File: src/sv/tcw_pkg.sv
// shared types, constants and helpers for the text console writer
`timescale 1ns / 1ps
`default_nettype none
package tcw_pkg;

   // screen geometry
   localparam int COLUMNS    = 80;
   localparam int ROWS       = 25;
   localparam int CELL_COUNT = COLUMNS * ROWS;
   localparam int ADDR_W     = $clog2(CELL_COUNT);

   // field widths
   localparam int FUNC_W = 2;
   localparam int CHAR_W = 8;
   localparam int COL_W  = 7;
   localparam int ROW_W  = 5;
   localparam int ATTR_W = 8;
   localparam int CELL_W = ATTR_W + CHAR_W;

   // character codes and reset values
   localparam logic [CHAR_W-1:0] NEWLINE_CODE = 8'h0A;
   localparam logic [CHAR_W-1:0] SPACE_CODE   = 8'h20;
   localparam logic [ATTR_W-1:0] RESET_ATTR   = 8'h0F;

   // command queue between front and back
   localparam int QUEUE_DEPTH = 2;
   localparam int QUEUE_AW    = $clog2(QUEUE_DEPTH);

   // function codes on the request stream
   typedef enum logic [FUNC_W-1:0] {
      FUNC_PUT   = 2'd0,
      FUNC_CLEAR = 2'd1,
      FUNC_SET   = 2'd2,
      FUNC_READ  = 2'd3
   } func_type;

   // classified operations handed to the back end
   typedef enum logic [2:0] {
      OP_PUT,
      OP_NEWLINE,
      OP_CLEAR,
      OP_SET,
      OP_READ,
      OP_NOP
   } op_type;

   typedef struct packed {
      op_type            op;
      logic [CHAR_W-1:0] char_code;
      logic [COL_W-1:0]  col;
      logic [ROW_W-1:0]  row;
   } cmd_type;

   typedef struct packed {
      logic [CELL_W-1:0] cell_data;
      logic [ROW_W-1:0]  cursor_y;
      logic [COL_W-1:0]  cursor_x;
   } rsp_type;

   // linear cell address of a column and row
   function automatic logic [ADDR_W-1:0] cell_addr(input logic [ROW_W-1:0] row,
                                                   input logic [COL_W-1:0] col);
      logic [ADDR_W-1:0] base;
      base = ADDR_W'(row) * ADDR_W'(COLUMNS);
      return base + ADDR_W'(col);
   endfunction

endpackage
`default_nettype wire

File: src/sv/tcw_front.sv
// request intake: decode, saturate and queue commands for the back end
`timescale 1ns / 1ps
`default_nettype none
module tcw_front (
   input  wire logic                   clock,
   input  wire logic                   reset,
   input  wire logic                   in_valid,
   output logic                        in_ready,
   input  wire logic [tcw_pkg::FUNC_W-1:0] in_func,
   input  wire logic [tcw_pkg::CHAR_W-1:0] in_char,
   input  wire logic [tcw_pkg::COL_W-1:0]  in_col,
   input  wire logic [tcw_pkg::ROW_W-1:0]  in_row,
   output logic                        cmd_valid,
   output tcw_pkg::cmd_type            cmd,
   input  wire logic                   cmd_pop
);
   import tcw_pkg::*;

   cmd_type               queue_ff [QUEUE_DEPTH];
   logic [QUEUE_AW-1:0]   wr_ptr_ff, wr_ptr_in;
   logic [QUEUE_AW-1:0]   rd_ptr_ff, rd_ptr_in;
   logic [QUEUE_AW:0]     count_ff, count_in;
   cmd_type               cls;
   logic                  push;
   logic                  col_ok, row_ok;

   // classify the incoming beat
   always_comb begin
      col_ok        = int'(in_col) < COLUMNS;
      row_ok        = int'(in_row) < ROWS;
      cls.char_code = in_char;
      cls.col       = '0;
      cls.row       = '0;
      cls.op        = OP_NOP;
      unique case (func_type'(in_func))
         FUNC_PUT: begin
            cls.op = (in_char == NEWLINE_CODE) ? OP_NEWLINE : OP_PUT;
         end
         FUNC_CLEAR: begin
            cls.op = OP_CLEAR;
         end
         FUNC_SET: begin
            cls.op  = OP_SET;
            cls.col = col_ok ? in_col : COL_W'(COLUMNS - 1);
            cls.row = row_ok ? in_row : ROW_W'(ROWS - 1);
         end
         FUNC_READ: begin
            if (col_ok && row_ok) begin
               cls.op  = OP_READ;
               cls.col = in_col;
               cls.row = in_row;
            end
         end
         default: begin
            cls.op = OP_NOP;
         end
      endcase
   end

   // queue bookkeeping
   assign in_ready  = count_ff != (QUEUE_AW + 1)'(QUEUE_DEPTH);
   assign push      = in_valid && in_ready;
   assign cmd_valid = count_ff != '0;
   assign cmd       = queue_ff[rd_ptr_ff];

   always_comb begin
      wr_ptr_in = push ? wr_ptr_ff + 1'b1 : wr_ptr_ff;
      rd_ptr_in = cmd_pop ? rd_ptr_ff + 1'b1 : rd_ptr_ff;
      count_in  = count_ff;
      if (push && !cmd_pop) begin
         count_in = count_ff + 1'b1;
      end else if (cmd_pop && !push) begin
         count_in = count_ff - 1'b1;
      end
   end

   always_ff @(posedge clock) begin
      if (reset) begin
         wr_ptr_ff <= '0;
         rd_ptr_ff <= '0;
         count_ff  <= '0;
      end else begin
         wr_ptr_ff <= wr_ptr_in;
         rd_ptr_ff <= rd_ptr_in;
         count_ff  <= count_in;
      end
   end

   // queue storage
   always_ff @(posedge clock) begin
      if (push) begin
         queue_ff[wr_ptr_ff] <= cls;
      end
   end

   assert property (@(posedge clock) disable iff (reset)
      cmd_pop |-> cmd_valid)
      else $error("command popped from an empty queue");

   assert property (@(posedge clock) disable iff (reset)
      (push && !cmd_pop) |=> count_ff == $past(count_ff) + 1'b1)
      else $error("queue count lost a push");

   assert property (@(posedge clock) disable iff (reset)
      count_ff <= (QUEUE_AW + 1)'(QUEUE_DEPTH))
      else $error("queue count beyond depth");

endmodule
`default_nettype wire

File: config.mk
export PLATFORM = sky130hd
export DESIGN_NAME = tcw_front
export DESIGN_NICKNAME = d
export VERILOG_FILES = /design/src/sv/tcw_pkg.sv /design/src/sv/tcw_front.sv
export SDC_FILE = /design/constraint.sdc
export NUM_CORES = 1
export LEC_CHECK = 0
export BUFFER_PORTS_ARGS = -buffer_cell sky130_fd_sc_hd__buf_4
export CORE_MARGIN = 2
export CORE_UTILIZATION = 35
export DETAILED_ROUTE_END_ITERATION = 16
export PLACE_DENSITY_LB_ADDON = 0.05
export REMOVE_ABC_BUFFERS = 1
export SYNTH_ARGS = -nofsm -noshare
export SYNTH_HDL_FRONTEND = slang
export SYNTH_SLANG_ARGS = --single-unit
export TNS_END_PERCENT = 1
File: constraint.sdc
create_clock -name clock -period 4.9 [get_ports clock]
set_clock_uncertainty 0.1 [all_clocks]
set_input_delay 0.98 -clock clock [delete_from_list [all_inputs] [get_ports clock]]
set_output_delay 0.98 -clock clock [all_outputs]
set_load 0.05 [all_outputs]
After elaboration in Yosys (flattened, before gate mapping)

Memory sizes are Yosys's and may differ from the RTL's. A register that Yosys moved wholly into a read port is not among the register bits.
Index checks and enable logic that the tools add are counted.

Mux-type cells: 13
Equality and inequality tests: 5
Bitwise logic cells: 0
$mul: 0
Divide/modulo/power cells: 0
Add/subtract/negate cells: 4
$lt $le $gt $ge: 2
Shift-type cells: 0
Reductions and logical operators: 9

Operator list:

| cell                                                                   | number |
|---|---|
| 12-bit case mux with 2 select lines                                    | 1 |
| 12-bit 2-to-1 mux                                                      | 1 |
| 3-bit case mux with 4 select lines                                     | 1 |
| 8-bit by 4-bit equality test with 1-bit output (second input constant) | 1 |
| 7-bit < comparator (second input constant)                             | 1 |
| 7-bit 2-to-1 mux                                                       | 1 |
| 1-bit 2-to-1 mux                                                       | 6 |
| 5-bit < comparator (second input constant)                             | 1 |
| 5-bit 2-to-1 mux                                                       | 1 |
| 2-bit equality test (second input constant)                            | 2 |
| 1-bit logical AND                                                      | 4 |
| 2-bit 2-to-1 mux                                                       | 2 |
| 2-bit nonzero test                                                     | 2 |
| 1-bit adder (second input constant)                                    | 2 |
| 2-bit by 1-bit adder with 2-bit output (second input constant)         | 1 |
| 2-bit by 1-bit equality test with 1-bit output (second input constant) | 1 |
| 1-bit logical NOT                                                      | 2 |
| 2-bit logical NOT                                                      | 1 |
| 2-bit inequality test (second input constant)                          | 1 |
| 2-bit by 1-bit subtractor with 2-bit output (second input constant)    | 1 |

Bits in latches: 0
Output and inout bits: 25
Flip-flop bits (word level): 4
Word-level logic and storage cells: 37
Memories kept: 1
RAM bits: 46
Input port bits: 26
Bits in read-only memories: 0

Memory list:

| memory   | words | width | rd ports | clocked after Yosys merged registers in | write ports | RTL line        | text |
|---|---|---|---|---|---|---|---|
| queue_ff | 2     | 23    | 1        | 1                                       | 1           | tcw_front.sv:19 | `cmd_type queue_ff [QUEUE_DEPTH];` |

Depth between registers and ports, before layout

Depth in word-level cells: 6
Depth in mapped cells: 6
Depth with buffers taken out: 6

Worst setup path after synthesis

Ideal clock, no wire load.

Path type: input port to flip-flop
Start: in in_func[0] (netlist name)
End: mem queue_ff[0][20] (netlist name) (data pin)
Buffers on the path: 0
Required time: 4.662 ns
Arrival time: 1.972 ns
Slack: 2.690 ns
Stages on the path: 5
Setup time: 0.138 ns
Path through: inv_1 ha_1 or4b_4 nor3b_2 a311o_1

RTL lines:

| element         | RTL line        | text |
|---|---|---|
| start, declared | tcw_front.sv:9  | `input wire logic [tcw_pkg::FUNC_W-1:0] in_func,` |
| end, declared   | tcw_front.sv:19 |  |

==> reports/summary.txt <==
Via count: 1,206
Reg-to-reg setup timing slack: 2870 ps
Gpl congestion: 0.7010
Crit Path Class: flop to output port
Nets: 215
CTS tree: built
Worst setup SP type: flop
Reg2reg start: count_ff[0]
Min-Delay Path Class: flop to flop
Resize count post-CTS: 0
Most frequent cells in the layout: buf_4, edfxtp_1, mux2_2
# IOs: 51
Clk slew on worst S/H paths: 80 ps
DRC Markers: 0
Worst VDD drop: 0.2039 mV
Reg-to-Reg End: queue_ff[1][10]
HP Start: count_ff[1]
Fmax: 328.2 MHz
Worst EP required: 3820 ps
P per Cell Area: 407.2 mW/mm2
GR Util All Layers: 12.58%
Cell Area, Placed: 0.002571 mm2
Final Total Pwr: 1.080 mW
Hold buffer count at cts: 0
Clk_lat worst skew: 300 ps
Layout cells sized above 1: 45.16%
Netlist cell types: 26
Die area: 0.006672 mm2
Core area: 0.005886 mm2
Syn. warnings: 0
Crit-path max FO: 23
Max Slew Vio Count: 0
Vias/cell: 4.621
Clock sinks: 51
Htree depth: 2
Critical Path End Type: output port
Initial antenna violation count: 0
Final Cycle Share: 62.19%
Max clock buf depth: 2
DR WL/cell: 14.99 um
Worst Tran Pin Value: 1128 ps
WHS Endpoint: count_ff[1]
Largest net degree at the start of global routing: 24
Adder-cell area share of the yosys netlist: 2.370%
Mean Syn Cell Area: 16.25 um2
Synthesis-to-finish area growth: 25.59%
Fillers: 564
Initial cell density of the core: 35.88%
DRT iter0 DRCs: 52
R2R depth: 2
Clock root buffer: clkbuf_8
Postcts setup bufs: 0
Max-Cap Viols: 0
HPWL after DPL: 2.655 mm
Tmin final: 3047 ps
Vias in the first global route: 1,235
Setup TNS after final layout: 0 ps
Post-synthesis sequential area ratio: 70.14%
N_diodes: 0
DRT Pass-1 Iters: 4
Post-Synth XOR/XNOR Area: 1.244%
RSZ-0062 raised after global routing: false
Hold path depth: 2
First-pass GRT wire length: 6.037 mm
Final hold viol count: 0
Port bufs: 50
Worst slew margin: 24.77%
Final WL: 3.913 mm
Chip height: 81.68 um
Largest family of logic cells by synthesized area: multiplexers
Yosys reg bits: 51
Synth Area in Compound Gates: 4.028%
Post-route ant nets: 0
Total CTS buffers: 5
Cells after synthesis: 130
Mux share of post-synthesis cell area: 12.26%
Row cnt: 28
Die Wd: 81.68 um
Global route overflow: 0
Status: finished clean
Final hold slack: 408.3 ps
Mapped Area: 0.002112 mm2
Critical Path AT: 1970 ps
Most common cell after layout, fill and taps aside: buf_4
Pleak: 1.004 nW
Simple-gate share of the synthesized area: 8.768%
Final Setup Violations: 0
Design area: 0.002653 mm2
## per-stage QoR
| step | std cells | utilization, % | worst slack [ps] |
|---|---|---|---|
| finish | 261 | 45.07 | 1853 |
| global route | 261 | 45.07 | 1694 |
| CTS | 261 | 45.07 | 1793 |
| detailed placement | 253 | 43.69 | 2115 |
| global placement | 253 | 43.69 | 2132 |
| floorplan | 128 | - | 2521 |
## metal layers
layer,routed length (um),vias up,GRT usage (%)
li1,-,593,-
met1,1652,574,15.05
met2,1992,32,21.64
met3,190,7,2.637
met4,78,0,6.000
met5,0,-,0
## sequential cells by signal, summed over array words and instances, names as in the netlist, named ones only
register and flops:
count_ff 2, queue_ff 46, rd_ptr_ff 1, wr_ptr_ff 1
## cell families after synthesis
group | after synthesis
AO/OA/AOI/OAI | 12
XOR/XNOR | 3
adder cells (fa/ha/maj) | 4
buffers and inverters | 6
flip-flops | 51
multiplexers | 23
AND/OR/NAND/NOR | 31
## power by group
part,switching [mW],leakage (nW),internal (mW)
combinational,0.198,0.484,0.105
sequential,0.0199,0.478,0.530
clock,0.127,0.0422,0.100
## synth_stat cells (all sizes together)
cell	n	area, um2
xnor2	1	8.760
o21ai	2	10.01
o21a	1	7.510
nor2b	4	25.02
and3	1	6.260
edfxtp	46	1381
ha	4	50.05
a31oi	1	6.260
buf	2	10.01
inv	4	15.01
a21oi	5	25.02
and2	2	12.51
nand3b	1	7.510
nor3b	6	50.05
or2	1	6.260
or4b	1	13.76
or3	1	6.260
a311o	1	10.01
xor2	2	17.52
nand2b	2	12.51
dfxtp	5	100.1
a21bo	1	10.01
nor2	12	45.04
mux2	23	259.0
o311ai	1	16.27
## how the worst max path moves through the flow
stage	from	end	cells past startpoint
global route	flop	cmd[0]	2
CTS	flop	cmd[0]	2
finish	flop	cmd[0]	2
floorplan	flop	cmd[0]	1
detailed placement	flop	cmd[0]	2
global placement	flop	cmd[22]	2
## critical path, stage by stage (launching register included)
cell and delay, ps:
dfxtp_1 1040, mux2_2 430, buf_4 190
## final cells by class
cell class                 count  area (um2)  share of cell area (%)
multi-input combinational     73       605.6                   22.83
clock buffer                   7       76.32                   2.877
inverter                       4       15.01                  0.5660
sequential                    51        1481                   55.85
timing repair buffer          50       375.4                   14.15
tap                           75       93.84                   3.538
clock inverter                 1       5.005                  0.1887
(Power assumes the default switching activity.)
